### src/abr_pkg.sv
// ----------------------------------------------------------------------------
// abr_pkg
// shared types and constants of the alternating bit receiver
// ----------------------------------------------------------------------------
package abr_pkg;

  // default payload buffer depth per packet
  localparam int unsigned PayloadBytes = 20;

  // field widths that cover the full payload depth range (up to 64 bytes)
  localparam int unsigned CntW = 7;
  localparam int unsigned IdxW = 6;

  // configuration register indexes
  localparam logic [7:0] RegAckCode = 8'd0;
  localparam logic [7:0] RegSeqMax  = 8'd1;

  // register reset values
  localparam logic [15:0] AckCodeRst = 16'd1;
  localparam logic [7:0]  SeqMaxRst  = 8'd1;

  typedef enum logic {
    ResAck  = 1'b0,
    ResByte = 1'b1
  } res_type_e;

  // one command from the front to the back
  typedef struct packed {
    logic            deliver;  // ack followed by the buffered bytes
    logic [7:0]      seq;      // sequence number carried by the ack
    logic [CntW-1:0] cnt;      // number of buffered bytes
    logic            bank;     // payload bank holding the bytes
  } cmd_t;

  // payload buffer write port
  typedef struct packed {
    logic            en;
    logic            bank;
    logic [IdxW-1:0] idx;
    logic [7:0]      data;
  } wr_t;

  // status from the back to the front
  typedef struct packed {
    logic q_full;
    logic rel_valid;
    logic rel_bank;
  } bk_status_t;

endpackage

### src/alternating_bit_receiver_top.sv
// ----------------------------------------------------------------------------
// alternating_bit_receiver_top
// path to the output: command queue, sequencer stage, then the output register
// throughput: one input item per cycle, one result per cycle via the sequencer
// while results are popped; input stalls when the filling payload bank still
// waits to be delivered or the command queue is full; reset is asynchronous, active
// low, and clears all control state; the payload buffer holds no reset value
// ----------------------------------------------------------------------------
module alternating_bit_receiver_top #(
  parameter int unsigned PayloadBytes = abr_pkg::PayloadBytes
) (
  input  logic               clk_i,
  input  logic               rst_ni,
  // input item queue side
  input  logic               push,
  output logic               full,
  input  logic signed [31:0] seq_num_i,
  input  logic signed [31:0] ack_num_i,
  input  logic signed [31:0] check_value_i,
  input  logic [7:0]         data_byte_i,
  input  logic               byte_last_i,
  // result queue side
  output logic               empty,
  input  logic               pop,
  output logic               result_type_o,
  output logic [7:0]         ack_seq_o,
  output logic [15:0]        ack_field_o,
  output logic [16:0]        ack_checksum_o,
  output logic [7:0]         out_byte_o,
  output logic               last_result_o,
  // configuration write channel
  input  logic               cfg_valid_i,
  output logic               cfg_ready_o,
  input  logic [7:0]         cfg_index_i,
  input  logic [15:0]        cfg_data_i
);

  // configuration registers
  logic [15:0] ack_code_q;
  logic [7:0]  seq_max_q;

  // front to back traffic
  abr_pkg::wr_t        wr;
  abr_pkg::cmd_t       cmd;
  logic                cmd_push;
  abr_pkg::bk_status_t status;

  // writes are taken every cycle; only idle-time writes are expected
  assign cfg_ready_o = 1'b1;

  always_ff @(posedge clk_i or negedge rst_ni) begin
    if (!rst_ni) begin
      ack_code_q <= abr_pkg::AckCodeRst;
      seq_max_q  <= abr_pkg::SeqMaxRst;
    end else if (cfg_valid_i) begin
      case (cfg_index_i)
        abr_pkg::RegAckCode: ack_code_q <= cfg_data_i;
        abr_pkg::RegSeqMax:  seq_max_q  <= cfg_data_i[7:0];
        default: begin
          // unknown index, write dropped
        end
      endcase
    end
  end

  // front: checksum, payload buffering and packet classification
  abr_front #(
    .PayloadBytes(PayloadBytes)
  ) u_front (
    .clk_i        (clk_i),
    .rst_ni       (rst_ni),
    .seq_max_i    (seq_max_q),
    .push         (push),
    .full         (full),
    .seq_num_i    (seq_num_i),
    .ack_num_i    (ack_num_i),
    .check_value_i(check_value_i),
    .data_byte_i  (data_byte_i),
    .byte_last_i  (byte_last_i),
    .status_i     (status),
    .wr_o         (wr),
    .cmd_push_o   (cmd_push),
    .cmd_o        (cmd)
  );

  // back: command queue, double-banked payload buffer, result sequencer
  abr_back #(
    .PayloadBytes(PayloadBytes)
  ) u_back (
    .clk_i         (clk_i),
    .rst_ni        (rst_ni),
    .ack_code_i    (ack_code_q),
    .wr_i          (wr),
    .cmd_push_i    (cmd_push),
    .cmd_i         (cmd),
    .status_o      (status),
    .empty         (empty),
    .pop           (pop),
    .result_type_o (result_type_o),
    .ack_seq_o     (ack_seq_o),
    .ack_field_o   (ack_field_o),
    .ack_checksum_o(ack_checksum_o),
    .out_byte_o    (out_byte_o),
    .last_result_o (last_result_o)
  );

endmodule

### src/abr_front.sv
// ----------------------------------------------------------------------------
// abr_front
// accepts payload items, keeps the checksum and classifies finished packets
// ----------------------------------------------------------------------------
module abr_front #(
  parameter int unsigned PayloadBytes = abr_pkg::PayloadBytes
) (
  input  logic                clk_i,
  input  logic                rst_ni,
  input  logic [7:0]          seq_max_i,
  input  logic                push,
  output logic                full,
  input  logic signed [31:0]  seq_num_i,
  input  logic signed [31:0]  ack_num_i,
  input  logic signed [31:0]  check_value_i,
  input  logic [7:0]          data_byte_i,
  input  logic                byte_last_i,
  input  abr_pkg::bk_status_t status_i,
  output abr_pkg::wr_t        wr_o,
  output logic                cmd_push_o,
  output abr_pkg::cmd_t       cmd_o
);

  localparam int unsigned CW = $clog2(PayloadBytes + 1);

  logic [31:0]   sum_q, sum_d;
  logic [CW-1:0] idx_q, idx_d;
  logic [7:0]    exp_q, exp_d;
  logic [7:0]    last_ack_q, last_ack_d;
  logic          have_ack_q, have_ack_d;
  logic          bank_q, bank_d;
  logic [1:0]    busy_q, busy_d;

  logic          accept;
  logic          buf_room;
  logic [31:0]   sum_new;
  logic [31:0]   total;
  logic [CW-1:0] idx_new;
  logic          good;
  logic          in_seq;
  logic [8:0]    exp_next;

  assign full     = status_i.q_full || busy_q[bank_q];
  assign accept   = push && !full;
  assign buf_room = idx_q < CW'(PayloadBytes);
  assign sum_new  = sum_q + {24'd0, data_byte_i};
  assign idx_new  = buf_room ? idx_q + CW'(1) : idx_q;
  assign total    = sum_new + $unsigned(seq_num_i) + $unsigned(ack_num_i);
  assign good     = total == $unsigned(check_value_i);
  assign in_seq   = $unsigned(seq_num_i) == {24'd0, exp_q};
  assign exp_next = {1'b0, exp_q} + 9'd1;

  // buffer write goes to the bank that is currently filling
  assign wr_o.en   = accept && buf_room;
  assign wr_o.bank = bank_q;
  assign wr_o.idx  = abr_pkg::IdxW'(idx_q);
  assign wr_o.data = data_byte_i;

  assign cmd_push_o  = accept && byte_last_i && good && (in_seq || have_ack_q);
  assign cmd_o.deliver = in_seq;
  assign cmd_o.seq     = in_seq ? exp_q : last_ack_q;
  assign cmd_o.cnt     = abr_pkg::CntW'(idx_new);
  assign cmd_o.bank    = bank_q;

  always_comb begin
    sum_d      = sum_q;
    idx_d      = idx_q;
    exp_d      = exp_q;
    last_ack_d = last_ack_q;
    have_ack_d = have_ack_q;
    bank_d     = bank_q;
    busy_d     = busy_q;
    if (status_i.rel_valid) begin
      busy_d[status_i.rel_bank] = 1'b0;
    end
    if (accept) begin
      if (byte_last_i) begin
        sum_d = '0;
        idx_d = '0;
        if (good && in_seq) begin
          last_ack_d     = exp_q;
          have_ack_d     = 1'b1;
          exp_d          = (exp_next > {1'b0, seq_max_i}) ? 8'd0 : exp_next[7:0];
          busy_d[bank_q] = 1'b1;
          bank_d         = !bank_q;
        end
      end else begin
        sum_d = sum_new;
        idx_d = idx_new;
      end
    end
  end

  always_ff @(posedge clk_i or negedge rst_ni) begin
    if (!rst_ni) begin
      sum_q      <= '0;
      idx_q      <= '0;
      exp_q      <= '0;
      last_ack_q <= '0;
      have_ack_q <= 1'b0;
      bank_q     <= 1'b0;
      busy_q     <= '0;
    end else begin
      sum_q      <= sum_d;
      idx_q      <= idx_d;
      exp_q      <= exp_d;
      last_ack_q <= last_ack_d;
      have_ack_q <= have_ack_d;
      bank_q     <= bank_d;
      busy_q     <= busy_d;
    end
  end

endmodule

### src/abr_cmd_fifo.sv
// ----------------------------------------------------------------------------
// abr_cmd_fifo
// two-entry command queue between front and back
// ----------------------------------------------------------------------------
module abr_cmd_fifo (
  input  logic          clk_i,
  input  logic          rst_ni,
  input  logic          push_i,
  input  abr_pkg::cmd_t data_i,
  input  logic          pop_i,
  output logic          full_o,
  output logic          valid_o,
  output abr_pkg::cmd_t data_o
);

  abr_pkg::cmd_t ent_q [2];
  logic          wptr_q, rptr_q;
  logic [1:0]    cnt_q;

  assign full_o  = cnt_q == 2'd2;
  assign valid_o = cnt_q != 2'd0;
  assign data_o  = ent_q[rptr_q];

  always_ff @(posedge clk_i) begin
    if (push_i) begin
      ent_q[wptr_q] <= data_i;
    end
  end

  always_ff @(posedge clk_i or negedge rst_ni) begin
    if (!rst_ni) begin
      wptr_q <= 1'b0;
      rptr_q <= 1'b0;
      cnt_q  <= '0;
    end else begin
      if (push_i) begin
        wptr_q <= !wptr_q;
      end
      if (pop_i) begin
        rptr_q <= !rptr_q;
      end
      cnt_q <= cnt_q + {1'b0, push_i} - {1'b0, pop_i};
    end
  end

endmodule

### src/abr_back.sv
// ----------------------------------------------------------------------------
// abr_back
// payload buffer and result sequencer: ack first, then the buffered bytes
// ----------------------------------------------------------------------------
module abr_back #(
  parameter int unsigned PayloadBytes = abr_pkg::PayloadBytes
) (
  input  logic                clk_i,
  input  logic                rst_ni,
  input  logic [15:0]         ack_code_i,
  input  abr_pkg::wr_t        wr_i,
  input  logic                cmd_push_i,
  input  abr_pkg::cmd_t       cmd_i,
  output abr_pkg::bk_status_t status_o,
  output logic                empty,
  input  logic                pop,
  output logic                result_type_o,
  output logic [7:0]          ack_seq_o,
  output logic [15:0]         ack_field_o,
  output logic [16:0]         ack_checksum_o,
  output logic [7:0]          out_byte_o,
  output logic                last_result_o
);

  localparam int unsigned CW = $clog2(PayloadBytes + 1);
  localparam int unsigned IW = (PayloadBytes > 1) ? $clog2(PayloadBytes) : 1;

  logic [7:0] mem_q [2][PayloadBytes];
  logic [7:0] rd_data_q;

  abr_pkg::cmd_t head;
  logic          head_valid;
  logic          q_full;
  logic          q_pop;

  logic [CW-1:0] pos_q;
  logic [CW-1:0] head_cnt;
  logic [IW-1:0] rd_idx;
  logic          is_ack;
  logic          issue;
  logic          issue_last;

  logic               s1_valid_q;
  abr_pkg::res_type_e s1_type_q;
  logic               s1_last_q;
  logic [7:0]         s1_seq_q;
  logic               s1_move;

  logic out_valid_q;

  abr_cmd_fifo u_cmd_fifo (
    .clk_i  (clk_i),
    .rst_ni (rst_ni),
    .push_i (cmd_push_i),
    .data_i (cmd_i),
    .pop_i  (q_pop),
    .full_o (q_full),
    .valid_o(head_valid),
    .data_o (head)
  );

  assign head_cnt   = CW'(head.cnt);
  assign is_ack     = pos_q == '0;
  assign rd_idx     = IW'(pos_q - CW'(1));
  assign s1_move    = s1_valid_q && (!out_valid_q || pop);
  assign issue      = head_valid && (!s1_valid_q || s1_move);
  assign issue_last = is_ack ? !head.deliver : (pos_q == head_cnt);
  assign q_pop      = issue && issue_last;

  assign status_o.q_full    = q_full;
  assign status_o.rel_valid = q_pop && head.deliver;
  assign status_o.rel_bank  = head.bank;

  assign empty = !out_valid_q;

  // payload buffer, read data registered on each byte issue
  always_ff @(posedge clk_i) begin
    if (wr_i.en) begin
      mem_q[wr_i.bank][IW'(wr_i.idx)] <= wr_i.data;
    end
    if (issue && !is_ack) begin
      rd_data_q <= mem_q[head.bank][rd_idx];
    end
  end

  always_ff @(posedge clk_i or negedge rst_ni) begin
    if (!rst_ni) begin
      pos_q      <= '0;
      s1_valid_q <= 1'b0;
    end else begin
      if (issue) begin
        pos_q <= issue_last ? '0 : pos_q + CW'(1);
      end
      if (issue) begin
        s1_valid_q <= 1'b1;
      end else if (s1_move) begin
        s1_valid_q <= 1'b0;
      end
    end
  end

  always_ff @(posedge clk_i) begin
    if (issue) begin
      s1_type_q <= is_ack ? abr_pkg::ResAck : abr_pkg::ResByte;
      s1_last_q <= issue_last;
      s1_seq_q  <= head.seq;
    end
  end

  always_ff @(posedge clk_i or negedge rst_ni) begin
    if (!rst_ni) begin
      out_valid_q <= 1'b0;
    end else if (s1_move) begin
      out_valid_q <= 1'b1;
    end else if (pop) begin
      out_valid_q <= 1'b0;
    end
  end

  always_ff @(posedge clk_i) begin
    if (s1_move) begin
      result_type_o <= s1_type_q;
      last_result_o <= s1_last_q;
      if (s1_type_q == abr_pkg::ResAck) begin
        ack_seq_o      <= s1_seq_q;
        ack_field_o    <= ack_code_i;
        ack_checksum_o <= {9'd0, s1_seq_q} + {1'b0, ack_code_i};
        out_byte_o     <= '0;
      end else begin
        ack_seq_o      <= '0;
        ack_field_o    <= '0;
        ack_checksum_o <= '0;
        out_byte_o     <= rd_data_q;
      end
    end
  end

  // front never pushes into a full queue
  assert property (@(posedge clk_i) disable iff (!rst_ni) cmd_push_i |-> !q_full)
    else $error("command pushed into full queue");

  // a byte is issued only for a command that delivers payload
  assert property (@(posedge clk_i) disable iff (!rst_ni)
    (issue && !is_ack) |-> head.deliver)
    else $error("byte issued for ack-only command");

  // sequencer returns to the ack slot after the final result of a command
  assert property (@(posedge clk_i) disable iff (!rst_ni)
    (issue && issue_last) |=> (pos_q == '0))
    else $error("sequencer position not cleared after command");

  // a byte position never runs past the buffered count
  assert property (@(posedge clk_i) disable iff (!rst_ni)
    (head_valid && !is_ack) |-> (pos_q <= head_cnt))
    else $error("byte position beyond buffered count");

endmodule
### config.mk
export PLATFORM = sky130hd
export DESIGN_NAME = alternating_bit_receiver_top
export DESIGN_NICKNAME = d
export VERILOG_FILES = /design/src/abr_pkg.sv /design/src/alternating_bit_receiver_top.sv /design/src/abr_front.sv /design/src/abr_cmd_fifo.sv /design/src/abr_back.sv
export SDC_FILE = /design/constraint.sdc
export NUM_CORES = 1
export LEC_CHECK = 0
export BUFFER_PORTS_ARGS = -buffer_cell sky130_fd_sc_hd__buf_2
export CAP_MARGIN = 20
export CORE_MARGIN = 8
export CORE_UTILIZATION = 60
export CTS_CLUSTER_SIZE = 10
export DETAILED_ROUTE_END_ITERATION = 7
export GPL_ROUTABILITY_DRIVEN = 1
export GPL_TIMING_DRIVEN = 0
export PLACE_DENSITY = 0.88
export SYNTH_ARGS = -nofsm -noshare
export SYNTH_HDL_FRONTEND = slang
export SYNTH_SLANG_ARGS = --single-unit
### constraint.sdc
create_clock -name clk_i -period 16.6 [get_ports clk_i]
set_clock_uncertainty 0.15 [all_clocks]
set_input_delay 1.66 -clock clk_i [delete_from_list [all_inputs] [get_ports clk_i]]
set_output_delay 1.66 -clock clk_i [all_outputs]
set_load 0.1 [all_outputs]
==> results by group, run 1 <==
Pwr
  • Sw Share: about two fifths
  • Clock power share: 26.1%
  • Design Power: 4.355 mW
  • Sequential power share: 35.9%
  • Leakage: 10.97 nW
  • Gate power share: 38.0%
  • Peak supply drop: approximately 0.13 mV
  • PwrDens: 152.1 nW/µm²
  • Switching power total: 1.656 mW
  • Cell Int Power: 2.699 mW

Worst setup path
  • WP data required: approximately 17 ns
  • FF-to-FF Start: u_front.sum_q[0]
  • Crit path launch: data_byte_i[0]
  • Max FO, Critical Path: 41
  • CP Launch Type: input pin
  • Reg2reg end: u_back.u_cmd_fifo.ent_q[0][9]
  • R2R setup slack: 8.85 ns
  • Crit path kind: in -> reg
  • Setup crit end kind: register
  • Worst R2R Path Depth: 26
  • Setup crit end: u_back.u_cmd_fifo.ent_q[0][9]
  • Arrival @ worst endpoint: ~9.4 ns

Synth
  • Yosys top cell area share: about 50%
  • Most common cell in the netlist: edfxtp_1
  • Syn Inst Count: approximately 1900
  • Seq/Total Area, Yosys: 58.79%
  • Largest area contributor in the netlist: edfxtp_1
  • #FFs+latches synth: approximately 510
  • Synth Flop Type: edfxtp_1
  • Synth Warn #: 0
  • Number of synthesized flops with an enable pin: between 400 and 500
  • Syn Nets: 2087
  • Synth top cells by count: edfxtp_1 (419), inv_1 (173), nor2_1 (112)
  • Synth Area per Inst: 13.64 µm²
  • Synthesized area: 25320 µm²
  • Asr flop ratio synth: 18.00%
  • Top post-synthesis cells by area: edfxtp_1 (50%), dfrtp_1 (8.9%), mux4_2 (8.5%), ha_1 (3.1%), fa_1 (2.7%)
  • Netlist cell types: 75

Timing
  • Fmax achieved: 108.7 MHz
  • Final Critical Period: approximately 9.2 ns
  • Final count of pins violating max slew: 0
  • Setup TNS: 0 ns
  • Max transition margin: 27.54%
  • RSZ-0062 raised after global routing: no
  • Final setup violation count: 0
  • Tcrit/Tclk final: 55.42%
  • Endpoints failing hold: 0
  • Slew @ Worst Pin: around 1.1 ns
  • Final worst setup slack: between 7 and 8 ns

Final layout
  • Antenna diodes: 0
  • Final Core Density: just under 70%
  • # fillers: 2615
  • Final non-filler cell total: around 2700
  • Synth-to-Final Area Change: 13.03%
  • Post-layout nets: roughly 2300
  • Fraction of layout cells with a size suffix above 1: a little over a fifth

Floorplanning
  • Initial Utilization: 60.64%
  • Core area: 41760 µm²
  • I/O Pins: 188
  • Chip Width: 221.4 µm
  • Placement row count: 75
  • Die area: around 49000 µm²
  • Die height: 221.4 µm

Global routing
  • Largest net degree at the start of global routing: 70
  • Initial antenna violation count: 0
  • Remaining Overflow, GRT: 0
  • First-pass GRT wire length: approximately 100000 µm
  • Vias in the first global route: around 18000
  • All-layer global routing usage: 27.60%

Place
  • Hpwl dp: ~46000 µm
  • PortBufs: 186
  • Inst Count DP: about 2600
  • Post-Place Worst Slack: roughly 7.0 ns
  • Placer Congestion: 0.9281

Drt
  • Via density: 6.493
  • First-pass detailed-route iteration total: 6
  • DRC viols: 0
  • WL/cell: approximately 26 µm
  • Via count: 17410
  • Final wirelength: 68760 µm
  • DR iter-0 viols: ~2100
  • Post-route ant nets: 0

Clocking
  • Worst-case clock buffer depth: 3
  • Cts repair resizes: 0
  • TritonCTS clock tree: built
  • H-tree depth: 2
  • Clk pin slew, worst setup/hold paths: approximately 0.06 ns
  • Post-CTS Setup Bufs: 0
  • Clock Sinks: ~500
  • Hold_buf cts: 0
  • Root Driver: clkbuf_16
  • TritonCTS buffer count: 57
  • Worst skew pair latency: 0.62 ns

Min path
  • Type of the tightest min-delay check: reg -> reg

Status
  • Status: completed

Flow run
  • Max Cap Viol: 0
[cell families (layout without fill, tap and decap cells)]
family	Yosys count	count (layout)	synth area share, %
AO/OA/AOI/OAI	268	268	6.863
multiplexers	183	183	12.26
AND/OR/NAND/NOR	441	441	8.815
buffers and inverters	251	538	3.854
other	1	1	0.01481
adder cells (fa/ha/maj)	97	97	5.801
XOR/XNOR	104	104	3.597
flip-flops	511	511	58.79
[metal layers]
metal	GRT usage [%]	wire (µm)
met1	34.09	24720
met2	47.22	34000
met3	5.462	6541
met4	11.87	3495
met5	0	0
[layout make-up]
type / instances / area, µm² / share of cell area, %
clock inverters: 4 / 41.29 / 0.1443
well taps: 539 / 674.4 / 2.356
inverters: 173 / 649.4 / 2.269
plain buffers: 78 / 326.6 / 1.141
repair buffers: 191 / 1015 / 3.545
clock buffers: 92 / 1568 / 5.478
multi-input cells: 1094 / 9460 / 33.05
flip-flops and latches: 511 / 14890 / 52.01
[sequential cells by signal, indices dropped and copies added (netlist names), 2 cells and up]
register	cells
ack_code_q	16
seq_max_q	8
u_back.ack_checksum_o	17
u_back.ack_field_o	16
u_back.ack_seq_o	8
u_back.mem_q	320
u_back.out_byte_o	8
u_back.pos_q	5
u_back.rd_data_q	8
u_back.s1_seq_q	8
u_back.u_cmd_fifo.cnt_q	2
u_back.u_cmd_fifo.ent_q	30
u_front.busy_q	2
u_front.exp_q	8
u_front.idx_q	5
u_front.last_ack_q	8
u_front.sum_q	32
[critical path: stages]
cell	delay (ns)
buf_2	0.62
ha_1	0.30
inv_1	0.06
fa_1	0.40
nor2b_1	0.12
o21ai_0	0.11
a21oi_1	0.20
o21ai_0	0.14
a21oi_1	0.25
o21ai_0	0.23
a211oi_1	0.64
and3_1	0.29
xnor2_1	0.10
fa_1	0.48
inv_1	0.05
ha_1	0.28
clkbuf_1	0.34
a21oi_1	0.19
o211ai_1	0.19
o2111ai_1	0.25
nand4_1	0.17
a21oi_1	0.08
nand4bb_1	0.27
a2111oi_4	0.62
o2111a_1	0.37
nor2b_1	0.64
buf_6	0.24
[stage by stage]
stage | instance area, µm² | hold WS (ns)
2_1_floorplan | 25320 | 0.2503
3_3_place_gp | 26930 | 0.2968
3_5_place_dp | 27000 | 0.3017
4_1_cts | 28610 | 0.3143
5_1_grt | 28620 | 0.3216
6_report | 28620 | 0.3171
[power by group through the flow]
stage,Combinational (mW),Clock [mW],Sequential [mW]
after floorplan,0.913,0,1.83
after global placement,1.54,0,1.58
after detailed placement,1.59,0,1.58
after CTS,1.63,1.14,1.56
after global routing,1.74,1.19,1.57
final,1.66,1.14,1.56
[worst min-delay path by stage]
stage,from,endpoint,slack (ns),depth (start not counted)
after CTS,u_back.s1_last_q,u_back.last_result_o,0.31,0
final,u_back.s1_last_q,u_back.last_result_o,0.32,0
after global placement,u_front.bank_q,u_back.u_cmd_fifo.ent_q[1][0],0.30,0
after detailed placement,u_back.s1_last_q,u_back.last_result_o,0.30,0
after floorplan,u_back.s1_last_q,u_back.last_result_o,0.25,0
after global routing,u_back.s1_last_q,u_back.last_result_o,0.32,0
[layout by cell type (no fill, tap or decap), drive strengths merged, types with 4 or more instances in the layout]
| cell | n |
|---|---|
| and4 | 7 |
| o21ai | 86 |
| mux2i | 32 |
| inv | 176 |
| buf | 224 |
| a21o | 16 |
| a21boi | 4 |
| a211oi | 8 |
| o22ai | 11 |
| nor3 | 12 |
| nand2b | 15 |
| ha | 63 |
| a21oi | 56 |
| or3 | 11 |
| xor2 | 35 |
| xnor2 | 69 |
| o211ai | 16 |
| nor2 | 112 |
| a31oi | 4 |
| nor4 | 15 |
| o21bai | 6 |
| nand2 | 103 |
| dfrtp | 90 |
| o31ai | 12 |
| or2 | 6 |
| o21a | 14 |
| o2111ai | 5 |
| nand3 | 34 |
| mux2 | 55 |
| mux4 | 96 |
| fa | 34 |
| nor2b | 36 |
| and3 | 18 |
| nand4 | 38 |
| edfxtp | 419 |
| nand3b | 5 |
| and2 | 21 |
| clkbuf | 137 |
| a22o | 6 |
No activity file was read; power rests on OpenSTA's default activity.
==> run 2, diff against run 1 <==
- CORE_UTILIZATION: 60 -> 55
- PLACE_DENSITY: 0.88 -> 0.85
- clock period: 16.6 -> 8.1 ns (I/O delays scaled with it)
==> results by group, run 2 (synthesized netlist as in run 1, its figures left out) <==
Global routing
  • Vias in the first global route: 17780
  • Largest net degree at the start of global routing: slightly below 70
  • Grt peak-use layer: met2
  • Met3 Resource Use GR: 4.709%
  • Remaining Overflow, GRT: 0
  • GR Util met2: 43.42%
  • Initial antenna violation count: 0
  • First-pass GRT wire length: between 100000 and 150000 µm
  • All-layer global routing usage: 25.31%
  • Met1 Use GR: 31.06%

Clocking
  • TritonCTS clock tree: built
  • TritonCTS buffer count: 58
  • Worst skew pair latency: 0.62 ns
  • Worst-case clock buffer depth: 3
  • Clock Sinks: ~510
  • Root Driver: clkbuf_16
  • H-tree depth: 2
  • Clk pin slew, worst setup/hold paths: 0.06 ns

Pwr
  • Peak supply drop: approximately 0.34 mV
  • Gate power share: 37.7%
  • Sw Share: 37.73%
  • Leakage: 11.02 nW
  • PwrDens: 312.3 nW/µm²
  • Switching power total: around 3.4 mW
  • Sequential power share: 35.6%
  • Cell Int Power: 5.605 mW
  • Clock power share: 26.7%

Min path
  • Hold Path Sink: ack_code_q[9]
  • Hold_sp: cfg_data_i[9]
  • Worst Hold Depth: 2
  • Type of the tightest min-delay check: in -> reg

Timing
  • Fmax achieved: 131.7 MHz
  • Final Critical Period: 7.591 ns
  • Slew @ Worst Pin: 1.096 ns
  • Final setup violation count: 0
  • Final worst setup slack: 0.5087 ns
  • Tcrit/Tclk final: 93.72%
  • Endpoints failing hold: 0
  • RSZ-0062 raised after global routing: no
  • Max transition margin: a little over a quarter
  • Final count of pins violating max slew: 0

Floorplanning
  • Core area: 45380 µm²
  • Chip Width: 230.6 µm
  • I/O Pins: 188
  • Die height: 230.6 µm
  • Initial Utilization: 55.80%
  • Placement row count: 78
  • Die area: 53160 µm²

Place
  • Post-Place Worst Slack: -0.8727 ns
  • PortBufs: 186
  • Placer Congestion: 0.9229
  • Hpwl dp: 46390 µm
  • Dpl cell area: about 27000 µm²

Flow run
  • Max Cap Viol: 0

Final layout
  • Area of the multi-input gates: between 9000 and 10000 µm²
  • Largest registers: u_back.mem_q x320, u_front.sum_q x32, u_back.u_cmd_fifo.ent_q x30
  • Commonest cells after routing, fill and taps aside: edfxtp_1 (419), buf_2 (199), inv_1 (173)
  • Max reg flops: 320
  • Post-layout nets: 2341
  • Antenna diodes: 0
  • Fraction of layout cells with a size suffix above 1: 21.23%
  • Commonest non-fill, non-tap cell in the layout: edfxtp_1
  • Synth-to-Final Area Change: 13.83%
  • Final instance area: about 29000 µm²
  • Largest register by flop count: u_back.mem_q
  • # fillers: 3146
  • Register Area: 14890 µm²

Worst setup path
  • R2R setup slack: roughly 0.85 ns
  • FF-to-FF Start: u_front.sum_q[0]
  • Setup crit end kind: register
  • Crit path launch: data_byte_i[7]
  • CP Launch Type: input pin
  • Max FO, Critical Path: between 40 and 50
  • Reg2reg end: u_back.u_cmd_fifo.ent_q[0][8]
  • WP data required: 8.26 ns
  • Arrival @ worst endpoint: 7.75 ns
  • Worst R2R Path Depth: 27
  • Crit path kind: in -> reg

Drt
  • Via count: 17290
  • DRC viols: 0
  • WL/cell: around 25 µm
  • First-pass detailed-route iteration total: 7
  • Post-route ant nets: 0
  • Via density: 6.290
  • DR iter-0 viols: 2104
  • Final wirelength: 69420 µm

Status
  • Status: completed
run 2: worst max path at each step:
stage | endpoint | depth (start not counted)
after floorplan | u_back.u_cmd_fifo.ent_q[0][0] | 25
after global placement | u_back.u_cmd_fifo.ent_q[0][10] | 25
after detailed placement | u_back.u_cmd_fifo.ent_q[0][10] | 26
after CTS | u_back.u_cmd_fifo.ent_q[1][12] | 25
after global routing | u_back.u_cmd_fifo.ent_q[0][8] | 27
final | u_back.u_cmd_fifo.ent_q[0][8] | 26
run 2: cell type report:
class / instances / area share [%]
inverters: 173 / 2.253
well taps: 600 / 2.605
plain buffers: 78 / 1.133
clock inverters: 5 / 0.2605
multi-input cells: 1094 / 32.89
flip-flops and latches: 511 / 51.65
clock buffers: 93 / 5.600
repair buffers: 194 / 3.607
run 2: power by group through the flow:
stage	clock [mW]	sequential, mW	combinational, mW
floorplan	0	3.75	1.87
global placement	0	3.23	3.14
detailed placement	0	3.24	3.25
CTS	2.41	3.20	3.33
global route	2.51	3.21	3.59
finish	2.41	3.20	3.39
run 2: repair_timing:
item	in CTS	in global routing
setup endpoints to repair	30	38
endpoints found under the hold margin	24	0
resized for setup	3	5
hold buffers	1	0
pin swaps	0	1
setup buffers	0	2
run 2: through the flow:
stage | total power [mW] | setup TNS (ns) | utilization [%] | hold slack [ns] | std cells
global placement | 6.369 | -31.92 | 59.50 | 0.2960 | 2642
floorplan | 5.621 | 0 | - | 0.2503 | 1856
global route | 9.305 | 0 | 63.51 | 0.2775 | 2748
detailed placement | 6.494 | -27.96 | 59.66 | 0.3047 | 2646
finish | 9.001 | 0 | 63.51 | 0.2847 | 2748
CTS | 8.939 | 0 | 63.42 | 0.2597 | 2745
run 2: worst max-delay path, stage by stage:
cell	delay (ns)
buf_2	0.60
ha_1	0.29
clkbuf_1	0.44
nor2_1	0.09
a31o_2	0.24
a21oi_2	0.23
nand2_1	0.17
or3_1	0.40
clkbuf_1	0.19
nor2_1	0.23
xnor2_1	0.17
fa_1	0.52
inv_1	0.05
ha_1	0.27
buf_2	0.20
nand2_1	0.06
o21ai_0	0.38
o2bb2ai_1	0.18
mux2i_1	0.18
a2111oi_0	0.43
nand4bb_1	0.22
a2111oi_4	0.30
buf_4	0.19
o2111a_1	0.32
nor2b_4	0.33
buf_6	0.20
run 2: per-layer routing:
metal,part of all wire (%),vias to the layer above,wire length [µm]
li1,-,7388,-
met1,37,8597,25660
met2,50,1068,34360
met3,8.1,233,5657
met4,5.4,0,3733
met5,0,-,0
